## src/rtl/rsi_pkg.sv

```systemverilog
package rsi_pkg;

  localparam int CFG_INDEX_W = 2;

  // Configuration register indexes
  typedef enum logic [CFG_INDEX_W-1:0] {
    REG_CENTER_X = 2'd0,
    REG_CENTER_Y = 2'd1,
    REG_CENTER_Z = 2'd2,
    REG_RADIUS   = 2'd3
  } cfg_reg_t;

  // Hit count codes
  localparam logic [1:0] HIT_NONE    = 2'd0;
  localparam logic [1:0] HIT_TANGENT = 2'd1;
  localparam logic [1:0] HIT_TWO     = 2'd2;

  // Control that travels alongside the data of one ray
  typedef struct packed {
    logic       valid;
    logic [1:0] hit_count;
  } rsi_ctl_t;

endpackage

```

## src/rtl/rsi_sqrt_cell.sv

```systemverilog
module rsi_sqrt_cell #(
  parameter int RW   = 132,
  parameter int STEP = 0,
  parameter int SW   = 130
) (
  input  logic              clk,
  input  logic              rst,
  input  logic              en,
  input  rsi_pkg::rsi_ctl_t ctl_in,
  input  logic [RW-1:0]     rem_in,
  input  logic [RW-1:0]     root_in,
  input  logic [SW-1:0]     side_in,
  output rsi_pkg::rsi_ctl_t ctl_out,
  output logic [RW-1:0]     rem_out,
  output logic [RW-1:0]     root_out,
  output logic [SW-1:0]     side_out
);
  import rsi_pkg::*;

  // weight of the root bit settled in this cell
  localparam logic [RW-1:0] BIT = {{(RW-1){1'b0}}, 1'b1} << (RW - 2 - 2 * STEP);

  logic [RW-1:0] trial;
  logic          take;

  assign trial = root_in + BIT;
  assign take  = rem_in >= trial;

  always_ff @(posedge clk) begin
    if (rst) begin
      ctl_out <= '0;
    end else if (en) begin
      ctl_out <= ctl_in;
    end
  end

  always_ff @(posedge clk) begin
    if (en) begin
      rem_out  <= take ? rem_in - trial : rem_in;
      root_out <= take ? (root_in >> 1) + BIT : root_in >> 1;
      side_out <= side_in;
    end
  end

endmodule

```

## config.mk

```make
export PLATFORM = sky130hd
export DESIGN_NAME = rsi_sqrt_cell
export DESIGN_NICKNAME = d
export VERILOG_FILES = /design/src/rtl/rsi_pkg.sv /design/src/rtl/rsi_sqrt_cell.sv
export SDC_FILE = /design/constraint.sdc
export NUM_CORES = 1
export LEC_CHECK = 0
export BUFFER_PORTS_ARGS = -buffer_cell sky130_fd_sc_hd__buf_4
export CAP_MARGIN = 20
export CORE_AREA = 2 2 313 315
export DETAILED_ROUTE_END_ITERATION = 12
export DIE_AREA = 0 0 315 317
export PLACE_DENSITY = 0.43
export SLEW_MARGIN = 10
export SYNTH_ARGS = -nofsm -noshare
export SYNTH_HDL_FRONTEND = slang
export SYNTH_SLANG_ARGS = --single-unit
```

## constraint.sdc

```tcl
create_clock -name clk -period 4 [get_ports clk]
set_input_delay 0.6 -clock clk [delete_from_list [all_inputs] [get_ports clk]]
set_output_delay 0.6 -clock clk [all_outputs]
set_load 0.02 [all_outputs]
```

==> impl_metrics.csv <==
group,metric,value,unit
cells_and_area,final_core_util,35.3,%
cells_and_area,final_cell_mix,"1,101 x buf_4, 394 x edfxtp_1, 260 x nand2_1",
drt,routed_wl,106000,µm
timing,maxSlewViolCount,0,
drt,drt_pre_antenna_iters,5,
power,pwr-share-clk,31.9,%
synth,synth-compound-area-share,18.6,%
synth,synth_warnings,0,
synth,synth_edf_count,394,
synth,yosys.area_share.simple,11.3,%
clocking,tritoncts,"yes",
die,pin_count,797,
power,power.switching,4.58,mW
drt,drc,0,
cells_and_area,design_area,34000,µm²
synth,synth-xor-area-share,4.93,%
clocking,clock_path_buffers,3,
timing,rsz0062_at_grt,"yes",
global_route,grt_pass1_wl,151000,µm
placed_design,place.gp.congestion,0.869,
timing,slew_headroom,41.5,%
drt,ant_nets,0,
power,powerDensity,417,nW/µm²
power,p_int,9.59,mW
synth,seq_area_frac_synth,51.8,%
job,maxCapViolCount,0,
power,combPwrFrac,30.8,%
die,start_util,23.8,%
die,die_h,317,µm
clocking,htree_levels,2,
setup_path,worstPathArrival,4250,ps
cells_and_area,n_fill_cell,9885,
synth,synth_ff_type,"edfxtp_1",
global_route,gr-total-overflow,0,
setup_path,crit_chain,"buf_4 > inv_1 > ha_1 > a21oi_1 > o21ai_0 > a221oi_1 > o21ai_0 > o21ba_2 > o21ai_1 > a21oi_2 > o211ai_1 > a221oi_1 > xor2_1 > o21ai_1",
timing,fin_ws,126,ps
global_route,antenna_found_initial,11,
power,p_leak,15.0,nW
synth,synth_nets,2743,
timing,period_share,96.8,%
die,rows,114,
setup_path,crit_path_max_incr_delay,540,ps
synth,synth_fa_ha_area_share,7.29,%
synth,synth_top_family_by_area,"compound AO/OA/AOI/OAI gates",
synth,syn_inst,2210,
synth,ys_ff_latch,397,
clocking,worstSkewPairLatency,640,ps
synth,synth.top_cell.area_share,51.6,%
clocking,cts_post_setup_buffers_inserted,0,
power,vdd_drop_max,0.292,mV
die,design.core.area,96300,µm²
timing,finalSetupViolCount,0,
cells_and_area,fin_nets,3790,
clocking,cts.clk_slew.worst_paths,50,ps
setup_path,worst-setup-path-type,"in -> reg",
die,die_w,315,µm
setup_path,required,4370,ps
placed_design,hpwl,90200,µm
cells_and_area,drive_gt1_share,36.9,%
clocking,root_buffer,"clkbuf_16",
placed_design,dpl_cell_area,32400,µm²
timing,finalClockSkew,0,ps
clocking,cts_buffers,51,
placed_design,dp.cells,4480,
setup_path,cp_max_fo,7,
global_route,grt_pass1_vias,21800,
synth,yosysUniqueCellTypes,81,
placed_design,io_buffers,796,
power,seqPwrFrac,37.3,%
clocking,cts.sinks,397,
hold_path,min_path_type,"in -> reg",
global_route,grt_max_degree,83,
synth,netlist_top_cells_area,"edfxtp_1 52%, ha_1 7.2%, o21ai_0 4.6%, a21oi_1 4.3%, nand2_1 4.3%",
timing,worst_pin_slew,865,ps
synth,netlist_area,22900,µm²
drt,vias,21200,
power,swShare,32.3,%
setup_path,slowest_stage,"a21oi_2",
global_route,grt.total_usage,20.4,%
drt,routedWlPerCell,23.3,µm
timing,hold_slack,126,ps
status,status,"complete, no violations",
drt,routed_via_density,4.64,
setup_path,start_kind,"primary input",
timing,fmax,0.258,GHz
synth,async_reset_ff_share,0,%
setup_path,endpoint_kind,"flip-flop",
placed_design,dp_worst_setup_slack,-506,ps
timing,min_period,3870,ps
synth,synth.area.mux_share,0.638,%
cells_and_area,area_growth,48.2,%
timing,fin_tns_setup,0,ps
synth,yosys.area.top_type,"edfxtp_1",
setup_path,timing.reg2reg.setup_slack,3400,ps
power,total_power,14.2,mW
synth,avgSynthCellArea,10.4,µm²
timing,hold_viol_final,0,
cells_and_area,final_common_cell,"buf_4",
drt,first_iter_violations,1190,
die,fp.dieArea,99900,µm²
cells_and_area,final_cells,4571,
==> cells by family (layout without fill, tap and decap cells) <==
group | Yosys count | count (layout)
flip-flops | 397 | 397
buffers and inverters | 276 | 1360
XOR/XNOR | 129 | 129
other | 0 | 1
AO/OA/AOI/OAI | 698 | 698
multiplexers | 11 | 11
AND/OR/NAND/NOR | 566 | 566
adder cells (fa/ha/maj) | 133 | 133
==> worst max-delay path: cells and delay by family <==
kind                       cells  cell delay (ps)
xor gates and xnor gates       1              230
AOI/OAI and AO/OA             10             2880
buffers and inverters          2              140
adders and majority gates      1              380
==> power groups by stage <==
stage	logic [mW]	clock network, mW	registers (mW)
6_report	4.36	4.52	5.29
5_1_grt	4.72	4.82	5.33
2_1_floorplan	1.56	0	5.90
4_1_cts	4.42	4.66	5.30
3_3_place_gp	4.39	0	5.38
3_5_place_dp	4.40	0	5.37
==> path summary, 6_finish.rpt <==
path / from / end / cells after the start
setup reg to reg: ctl_out[0]$_SDFFE_PP0P_ / ctl_out[0]$_SDFFE_PP0P_ / 2
hold / removal: rst / ctl_out[2]$_SDFFE_PP0P_ / 2
hold reg to reg: ctl_out[1]$_SDFFE_PP0P_ / ctl_out[1]$_SDFFE_PP0P_ / 2
setup / recovery: root_in[16] / rem_out[129]$_DFFE_PP_ / 14
==> registers in the layout (all words and copies together) (netlist names) <==
register and count:
ctl_out 3, rem_out 132, root_out 132, side_out 130
==> per-layer routing <==
layer	track usage, %	vias up	wire length [µm]
li1	-	10200	-
met1	24.5	10300	42900
met2	36.8	647	54300
met3	4.88	92	7130
met4	4.74	12	1950
met5	0	-	80
==> final cells by class <==
| type | count | area (µm²) | share of cell area [%] |
|---|---|---|---|
| Tap cell | 1276 | 1600 | 4.70 |
| Clock inverter | 27 | 251 | 0.740 |
| Antenna cell | 1 | 2.50 | 0.00736 |
| Multi-Input combinational cell | 1537 | 9830 | 28.9 |
| Timing Repair Buffer | 1111 | 8460 | 24.9 |
| Sequential cell | 397 | 11900 | 35.0 |
| Inverter | 159 | 597 | 1.76 |
| Clock buffer | 63 | 1360 | 4.01 |
==> synth_stat cells, drive strengths merged, types with 4 or more instances <==
master / n
a211oi: 8
a21boi: 16
a21o: 83
a21oi: 197
a221oi: 11
a31o: 5
a31oi: 14
and2: 7
and3: 7
buf: 57
clkbuf: 60
edfxtp: 394
ha: 132
inv: 159
mux2: 8
nand2: 260
nand2b: 8
nand3: 16
nand4: 79
nor2: 115
nor2b: 10
nor3: 23
nor4: 14
o2111ai: 4
o211ai: 11
o21a: 26
o21ai: 250
o21ba: 4
o21bai: 24
o221ai: 5
o31ai: 10
or2: 8
or3: 6
xnor2: 67
xor2: 62
==> repair_timing <==
action,4_1_cts,5_1_grt
gates resized for setup,0,2
hold buffers,0,0
endpoints found under the setup margin,0,4
(Power assumes the default switching activity.)
