### config.mk
export PLATFORM = sky130hd
export DESIGN_NAME = rsi_div_cell
export DESIGN_NICKNAME = d
export VERILOG_FILES = /design/src/rtl/rsi_pkg.sv /design/src/rtl/rsi_div_cell.sv
export SDC_FILE = /design/constraint.sdc
export NUM_CORES = 1
export LEC_CHECK = 0
export BUFFER_PORTS_ARGS = -buffer_cell sky130_fd_sc_hd__buf_2
export CORE_AREA = 2 2 258 260
export DETAILED_ROUTE_END_ITERATION = 10
export DIE_AREA = 0 0 260 262
export PLACE_DENSITY_LB_ADDON = 0.3
export SYNTH_ARGS = -nofsm -noshare
export SYNTH_HDL_FRONTEND = slang
export SYNTH_SLANG_ARGS = --single-unit
### constraint.sdc
create_clock -name clk -period 3.5 [get_ports clk]
set_input_delay 0.7 -clock clk [delete_from_list [all_inputs] [get_ports clk]]
set_output_delay 0.7 -clock clk [all_outputs]
set_load 0.03 [all_outputs]
### src/rtl/rsi_pkg.sv
package rsi_pkg;

  localparam int CFG_INDEX_W = 2;

  // Configuration register indexes
  typedef enum logic [CFG_INDEX_W-1:0] {
    REG_CENTER_X = 2'd0,
    REG_CENTER_Y = 2'd1,
    REG_CENTER_Z = 2'd2,
    REG_RADIUS   = 2'd3
  } cfg_reg_t;

  // Hit count codes
  localparam logic [1:0] HIT_NONE    = 2'd0;
  localparam logic [1:0] HIT_TANGENT = 2'd1;
  localparam logic [1:0] HIT_TWO     = 2'd2;

  // Control that travels alongside the data of one ray
  typedef struct packed {
    logic       valid;
    logic [1:0] hit_count;
  } rsi_ctl_t;

endpackage

### src/rtl/rsi_div_cell.sv
module rsi_div_cell #(
  parameter int AW   = 64,
  parameter int QW   = 32,
  parameter int STEP = 0,
  parameter int SW   = 4
) (
  input  logic              clk,
  input  logic              rst,
  input  logic              en,
  input  rsi_pkg::rsi_ctl_t ctl_in,
  input  logic [AW-1:0]     den_in,
  input  logic [AW+QW-1:0]  rem0_in,
  input  logic [AW+QW-1:0]  rem1_in,
  input  logic [QW-1:0]     quo0_in,
  input  logic [QW-1:0]     quo1_in,
  input  logic [SW-1:0]     side_in,
  output rsi_pkg::rsi_ctl_t ctl_out,
  output logic [AW-1:0]     den_out,
  output logic [AW+QW-1:0]  rem0_out,
  output logic [AW+QW-1:0]  rem1_out,
  output logic [QW-1:0]     quo0_out,
  output logic [QW-1:0]     quo1_out,
  output logic [SW-1:0]     side_out
);
  import rsi_pkg::*;

  localparam int RMW = AW + QW;
  localparam int Q   = QW - 1 - STEP;

  logic [RMW-1:0] dsh;
  logic           take0, take1;
  logic [QW-1:0]  quo0_next, quo1_next;

  assign dsh   = {{QW{1'b0}}, den_in} << Q;
  assign take0 = rem0_in >= dsh;
  assign take1 = rem1_in >= dsh;

  always_comb begin
    quo0_next    = quo0_in;
    quo1_next    = quo1_in;
    quo0_next[Q] = take0;
    quo1_next[Q] = take1;
  end

  always_ff @(posedge clk) begin
    if (rst) begin
      ctl_out <= '0;
    end else if (en) begin
      ctl_out <= ctl_in;
    end
  end

  always_ff @(posedge clk) begin
    if (en) begin
      den_out  <= den_in;
      rem0_out <= take0 ? rem0_in - dsh : rem0_in;
      rem1_out <= take1 ? rem1_in - dsh : rem1_in;
      quo0_out <= quo0_next;
      quo1_out <= quo1_next;
      side_out <= side_in;
    end
  end

endmodule

==> summary.md, run 1 <==
| Metric | Value |
|---|---|
| Outcome | `finished, final reports clean` |
| Simple-Gate Fraction of Synth Area | `12.8%` |
| Synth Net Count | `2357` |
| Prevailing post-synth register cell | `edfxtp_1` |
| Growth of design area from synthesis to finish | `49.8%` |
| TritonCTS clock tree | `built` |
| Worst Hold Class | `input pin to flip-flop` |
| Pwr Density | `about 480 mW/mm2` |
| DR vias/cell | `4.91` |
| Average cell area after synthesis | `10.3 um2` |
| Cell depth of the worst flop-to-flop path | `2` |
| R2R setup slack | `~2.9 ns` |
| Tot GR Track Use | `22.9%` |
| DR WL/cell | `20.8 um` |
| Area fraction in compound gates after synthesis | `17.9%` |
| Worst path buffer plus inverter count | `5` |
| Max Root-Sink Buffers | `3` |
| Setup violators final | `0` |
| CP required | `3.81 ns` |
| Highest-delay cell along the critical path | `a221o_2` |
| Vias in the first global route | `19700` |
| Proportion of synthesized chip area in sequential cells | `50.1%` |
| Final design utilization | `44.9%` |
| Instance count on the critical path | `17` |
| Syn. warnings | `0` |
| First-pass GRT wire length | `117000 um` |
| Measured slew at the worst slew-check pin | `between 0.7 and 0.8 ns` |
| Count of input and output buffers | `654` |
| Number of flops mapped to enable cells by yosys | `324` |
| Number of antenna violations at the first check in global routing | `19` |
| Final setup skew | `0 ns` |
| Total number of nets in the final design | `3515` |
| Launching instance or port of the critical path | `rem0_in[31]` |
| Sink count of the clock tree | `around 330` |
| Die area | `approximately 0.068 mm2` |
| End point of the critical path | `rem0_out[87]` |
| TritonRoute pass-1 iters | `5` |
| Gate count of the mapped netlist | `1897` |
| Netlist cell types | `75` |
| Synth Register Bits | `around 330` |
| Proportion of register bits with asynchronous set or reset after synthesis | `0%` |
| Most common cell after layout, fill and taps aside | `buf_2` |
| DRT Wirelength | `between 80000 and 90000 um` |
| GR Overflow Total | `0` |
| Number of ports placed on the die boundary | `657` |
| CTS H-tree lvls | `2` |
| Cells taking the most area after synthesis | `edfxtp_1 50%, ha_1 8.2%, a21oi_1 5.7%` |
| Post-route DRC violation count | `0` |
| Core footprint | `0.0653 mm2` |
| Most frequent cells in the layout | `653 x buf_2, 527 x buf_4, 324 x edfxtp_1, 218 x a21oi_1, 187 x nand2_1` |
| Worst path arrival time | `between 3 and 4 ns` |
| Violation count after the first detailed-routing iteration | `1219` |
| Leak Pwr | `13.3 nW` |
| Fraction of synthesized cell area in xor and xnor cells | `5.29%` |
| Peak ir drop on the vdd network | `0.379 mV` |
| Share of cell area taken by muxes after synthesis | `1.52%` |
| Final Hold Fails | `0` |
| Worst r2r src | `ctl_out[1]` |
| Clock Tree Root | `clkbuf_16` |
| Combinational family with the most area after synthesis | `compound AO/OA/AOI/OAI gates` |
| Cells along the critical path | `buf_2, inv_1, ha_4, fa_2, nand2b_1, a21oi_1, buf_4, o211ai_1, buf_4, a21oi_1, or3_4, a221o_2, o21a_4, a21oi_2, buf_4, xor2_2, a21oi_1` |
| Adder-cell share of the synthesized area | `8.40%` |
| Die X | `260 um` |
| Layout cell share with drive strength beyond 1 | `42.9%` |
| Fin. max-slew vios | `0` |
| Longest individual stage delay on the worst path | `around 0.45 ns` |
| Hold wc startpoint | `quo1_in[26]` |
| CP delay by family, top | `compound AO/OA/AOI/OAI gates` |
| Number of placement rows | `94` |
| Clk Latency, worst-skew pair | `0.56 ns` |
| Max-cap check violation count | `0` |
| Detailed placer's ending HPWL | `between 60000 and 70000 um` |
| GPL Wtd Cong | `0.933` |
| Num CTS Buffers | `a little over 40` |
| Sort of element at the end of the critical path | `flip-flop` |
| Worst setup SP type | `input pin` |
| Number of nets with antenna violations after routing | `0` |
| Worst slew margin relative to its limit | `51.1%` |
| Synth Cell Area | `approximately 0.020 mm2` |
| Setup WS pre-CTS | `-0.681 ns` |
| Largest area contributor in the netlist | `edfxtp_1` |
| Hold-fix buffer count after cts | `0` |
| Count of vias placed by the detailed router | `19400` |
| Effective utilization at floorplan | `about 30%` |
| Final period utilization | `98.0%` |
| Maximum operating frequency | `0.291 GHz` |
| RR Endpoint | `ctl_out[1]` |
| Top-area cell type share of the netlist area | `between 40% and 50%` |
| Maximum number of pins on one net before global-route repair | `between 80 and 90` |
| Critical Setup Path Class | `input pin to flip-flop` |
| Max FO, Critical Path | `5` |
| Minimum clock period after layout | `3.43 ns` |
| Minimum setup slack in the final design | `0.0690 ns` |
| CTS clock-pin slew for the worst setup and hold paths | `0.06 ns` |
| Vertical die dimension | `262 um` |
[worst min-delay path by stage]
| stage | to | slack [ns] | cells past startpoint |
|---|---|---|---|
| after floorplan | ctl_out[0] | 0.63 | 2 |
| after global placement | ctl_out[2] | 0.47 | 2 |
| after detailed placement | ctl_out[0] | 0.49 | 2 |
| after CTS | quo1_out[26] | 0.27 | 1 |
| after global routing | quo1_out[12] | 0.28 | 1 |
| final | quo1_out[26] | 0.30 | 1 |
[cell usage after synthesis, types with 10 or more instances]
master	number
ha_1	128
o21a_1	13
o211ai_1	12
inv_1	102
xnor2_1	75
and3_1	15
o21ai_0	147
edfxtp_1	324
clkbuf_1	47
o21bai_1	26
nor4_1	21
nor2b_1	18
a21o_1	51
xor2_1	43
mux2_4	12
buf_2	11
nor2_1	147
buf_6	10
nand2_1	187
a21oi_1	223
nor3_1	27
nand4_1	45
nand2b_1	12
a31oi_1	19
a211oi_1	12
nand3_1	31
[state kept, by name, indices dropped and copies added, names as in the netlist]
name / flops
rem0_out: 96
rem1_out: 96
den_out: 64
quo0_out: 32
quo1_out: 32
side_out: 4
ctl_out: 3
[layout make-up]
type / count / area (um2)
diodes: 4 / 10.0
clock buffers: 47 / 1090
clock inverters: 28 / 322
fillers: 6399 / 36000
inverters: 104 / 398
multi-input cells: 1390 / 9170
flip-flops and latches: 327 / 9790
well taps: 864 / 1080
repair buffers: 1191 / 7440
[stage by stage]
step / TNS, ns / area, um2 / power [mW] / hold WS [ns] / cells
after floorplan: 0 / 19600 / 7.59 / 0.630 / 1897
after global placement: -49.65 / 27700 / 9.73 / 0.472 / 3875
after detailed placement: -55.19 / 27700 / 9.74 / 0.490 / 3875
after CTS: 0 / 29200 / 14.3 / 0.272 / 3950
after global routing: -0.000623 / 29300 / 14.8 / 0.281 / 3952
final: 0 / 29300 / 14.2 / 0.304 / 3955
[worst register-to-register path, stage by stage, from the launching register on]
cell     delay [ns]
dfxtp_1        0.31
mux2i_1        0.14
nor2_1         0.06
[routing by layer]
layer	share of wire [%]	GRT usage, %
met5	0.18	0
met4	2.6	6.50
met3	6.0	4.51
met2	51	42.1
met1	40	26.8
[kinds of logic after synthesis]
logic type / Yosys count
compound gates: 578
simple gates: 541
flops: 327
xor+xnor: 118
buf+inv: 180
mux: 23
fa+ha+maj: 130
[where the power goes]
group / total [mW] / leakage [nW] / switching [mW] / internal (mW)
Sequential: 5.02 / 3.20 / 0.156 / 4.87
Clock: 4.49 / 0.687 / 1.79 / 2.70
Combinational: 4.68 / 9.42 / 2.83 / 1.84
Total: 14.2 / 13.3 / 4.78 / 9.41
[what timing repair did]
| item | 4_1_cts | 5_1_grt |
|---|---|---|
| pin swaps | 0 | 8 |
| resized for setup | 7 | 26 |
| endpoints found under the setup margin | 15 | 21 |
| setup buffers | 0 | 1 |
Power figures use the tool's default switching activity.
==> run 2, diff against run 1 <==
--- a/config.mk
+++ b/config.mk
@@ -7,6 +7,7 @@
 export LEC_CHECK = 0
 export BUFFER_PORTS_ARGS = -buffer_cell sky130_fd_sc_hd__buf_2
 export CORE_AREA = 2 2 258 260
+export CTS_BUF_LIST = sky130_fd_sc_hd__clkbuf_2 sky130_fd_sc_hd__clkbuf_4 sky130_fd_sc_hd__clkbuf_8
 export DETAILED_ROUTE_END_ITERATION = 10
 export DIE_AREA = 0 0 260 262
 export PLACE_DENSITY_LB_ADDON = 0.3
==> run 2 against run 1 <==
Sequential power is essentially flat. Critical endpoint unchanged. Wire length grew 0.19%. Critical path depth is the same. Clock power shrank 13%. Combinational power is essentially flat. Register-to-register slack is essentially flat. Worst hold slack lost 0.082 ns.
==> summary.md, run 2 (same netlist as run 1, synthesis figures left out) <==
| Metric | Value |
|---|---|
| RR Endpoint | `ctl_out[1]` |
| Grt met2 use | `41.0% (-1.2 points)` |
| WHS Path Cells | `1 (unchanged)` |
| Leak Pwr | `13.2 nW (-0.44%)` |
| TritonCTS clock tree | `built` |
| Max FO, Critical Path | `5 (unchanged)` |
| Cell depth of the worst flop-to-flop path | `2 (unchanged)` |
| Setup_tns | `0 ns (unchanged)` |
| Final Hold Slack | `0.222 ns (-0.0822 ns)` |
| Violation count after the first detailed-routing iteration | `1258 (+3.2%)` |
| Max-cap check violation count | `0 (unchanged)` |
| Die area | `0.0681 mm2 (unchanged)` |
| Worst setup SP type | `input pin` |
| Final design utilization | `44.5% (-0.42 points)` |
| First-pass GRT wire length | `117000 um (-0.28%)` |
| Total Power | `13.6 mW (-4.2%)` |
| R2R setup slack | `2.88 ns (about the same)` |
| Worst slew margin relative to its limit | `51.2% (about the same)` |
| Number of antenna violations at the first check in global routing | `22 (+3)` |
| Most common cell after layout, fill and taps aside | `buf_2` |
| Number of placement rows | `94 (unchanged)` |
| Num CTS Buffers | `60 (+46%)` |
| Tot GR Track Use | `22.8% (about the same)` |
| Total of fill cells in the finished design | `6439 (+0.63%)` |
| Core footprint | `0.0653 mm2 (unchanged)` |
| Maximum number of pins on one net before global-route repair | `82 (unchanged)` |
| Met3 GRT Util | `5.23% (+0.71 points)` |
| Die X | `260 um (unchanged)` |
| Measured slew at the worst slew-check pin | `0.732 ns (-0.000722 ns)` |
| Post-route DRC violation count | `0 (unchanged)` |
| Sort of element at the end of the critical path | `flip-flop` |
| CTS clock-pin slew for the worst setup and hold paths | `0.06 ns (about the same)` |
| Outcome | `finished, final reports clean` |
| CTS H-tree lvls | `2 (unchanged)` |
| Vertical die dimension | `262 um (unchanged)` |
| FF+latch area | `0.00979 mm2 (unchanged)` |
| Final period utilization | `97.8% (-0.23 points)` |
| DR WL/cell | `20.6 um (-0.56%)` |
| Count of vias placed by the detailed router | `19500 (+0.11%)` |
| Layout cell share with drive strength beyond 1 | `42.9% (about the same)` |
| Clock Tree Root | `clkbuf_8` |
| Clk Latency, worst-skew pair | `0.65 ns (+0.09 ns)` |
| Setup violators final | `0 (unchanged)` |
| Number of ports placed on the die boundary | `657 (unchanged)` |
| Sink count of the clock tree | `327 (unchanged)` |
| Fin. max-slew vios | `0 (unchanged)` |
| Effective utilization at floorplan | `30.0% (unchanged)` |
| Critical Setup Path Class | `input pin to flip-flop` |
| Most frequent cells in the layout | `653 x buf_2, 526 x buf_4, 324 x edfxtp_1, 221 x a21oi_1, 187 x nand2_1` |
| Worst r2r src | `ctl_out[1]` |
| Vias in the first global route | `19800 (+0.69%)` |
| GR Overflow Total | `0 (unchanged)` |
| Detailed placer's ending HPWL | `68900 um (unchanged)` |
| Pwr Density | `468 mW/mm2 (-3.3%)` |
| Fraction of met1 tracks used by global routing | `26.4% (-0.39 points)` |
| Max Root-Sink Buffers | `3 (unchanged)` |
| Number of nets with antenna violations after routing | `0 (unchanged)` |
| Maximum operating frequency | `0.292 GHz (+0.23%)` |
| Minimum clock period after layout | `3.42 ns (-0.00799 ns)` |
| Total number of nets in the final design | `3533 (+0.51%)` |
| TritonRoute pass-1 iters | `6 (+1)` |
| Peak ir drop on the vdd network | `0.286 mV (-25%)` |
| GPL Wtd Cong | `0.933 (unchanged)` |
| CP required | `3.91 ns (+0.10 ns)` |
| Growth of design area from synthesis to finish | `48.4%` |
| Worst path arrival time | `3.83 ns (+0.08 ns)` |
| Regs by FF count | `rem0_out: 96 flops, rem1_out: 96 flops, den_out: 64 flops` |
| Combined area of the multi-input logic cells | `0.00906 mm2 (-1.1%)` |
| Count of input and output buffers | `654 (unchanged)` |
| Gr busiest metal | `met2` |
| DR vias/cell | `4.88 (-0.64%)` |
| Hold wc startpoint | `side_in[2]` |
| DRT Wirelength | `82300 um (+0.19%)` |
| Worst Hold Class | `input pin to flip-flop` |
| Worst hold endpoint | `side_out[2]` |
| Final setup skew | `0 ns (unchanged)` |
| Final Hold Fails | `0 (unchanged)` |
[run 2: layout make-up]
type	instances	share of cell area [%]
flip-flops and latches	327	33.7
multi-input cells	1390	31.2
repair buffers	1190	25.6
well taps	864	3.72
clock buffers	75	3.26
inverters	104	1.37
clock inverters	28	1.01
diodes	7	0.0604
[run 2: through the flow]
step / instance area [um2] / cells / setup slack, ns
after global routing: 29000 / 3983 / -0.00305
after global placement: 27700 / 3875 / -0.652
after detailed placement: 27700 / 3875 / -0.681
after floorplan: 19600 / 1897 / 0.00394
final: 29000 / 3985 / 0.0770
after CTS: 29000 / 3978 / 0.0435
[run 2: how the worst max path moves through the flow]
stage / start / slack, ns / to / cells past startpoint
floorplan: den_in[16] / 0.004 / rem0_out[83] / 13
global placement: den_in[0] / -0.65 / rem0_out[87] / 16
detailed placement: den_in[5] / -0.68 / rem0_out[94] / 15
CTS: den_in[5] / 0.04 / rem0_out[95] / 14
global route: den_in[0] / -0.003 / rem0_out[73] / 17
finish: rem0_in[31] / 0.08 / rem0_out[87] / 17
[run 2: repair_timing]
action                     CTS  global route
hold buffers                 0             0
setup buffers                0             0
setup endpoints to repair    0            19
resized for setup            0             9
[run 2: critical path, stage by stage]
cell and delay [ns]:
buf_2 0.11, inv_1 0.05, ha_1 0.19, fa_1 0.21
nand2b_1 0.14, a21oi_1 0.08, buf_4 0.15, o211ai_1 0.20
buf_4 0.19, a21oi_1 0.11, or3_1 0.43, a221o_2 0.44
o21a_4 0.25, a21oi_2 0.17, buf_4 0.13, xor2_1 0.18
a21oi_1 0.09
[run 2: routing by layer]
layer | share of wire, % | vias up
li1 | - | 9402
met1 | 40 | 9201
met2 | 50 | 678
met3 | 6.7 | 155
met4 | 3.2 | 24
met5 | 0.18 | -
[run 2: report_power, final]
part | internal [mW] | switching [mW]
Clock | 2.21 | 1.70
Combinational | 1.83 | 2.82
Sequential | 4.87 | 0.156
Total | 8.91 | 4.68
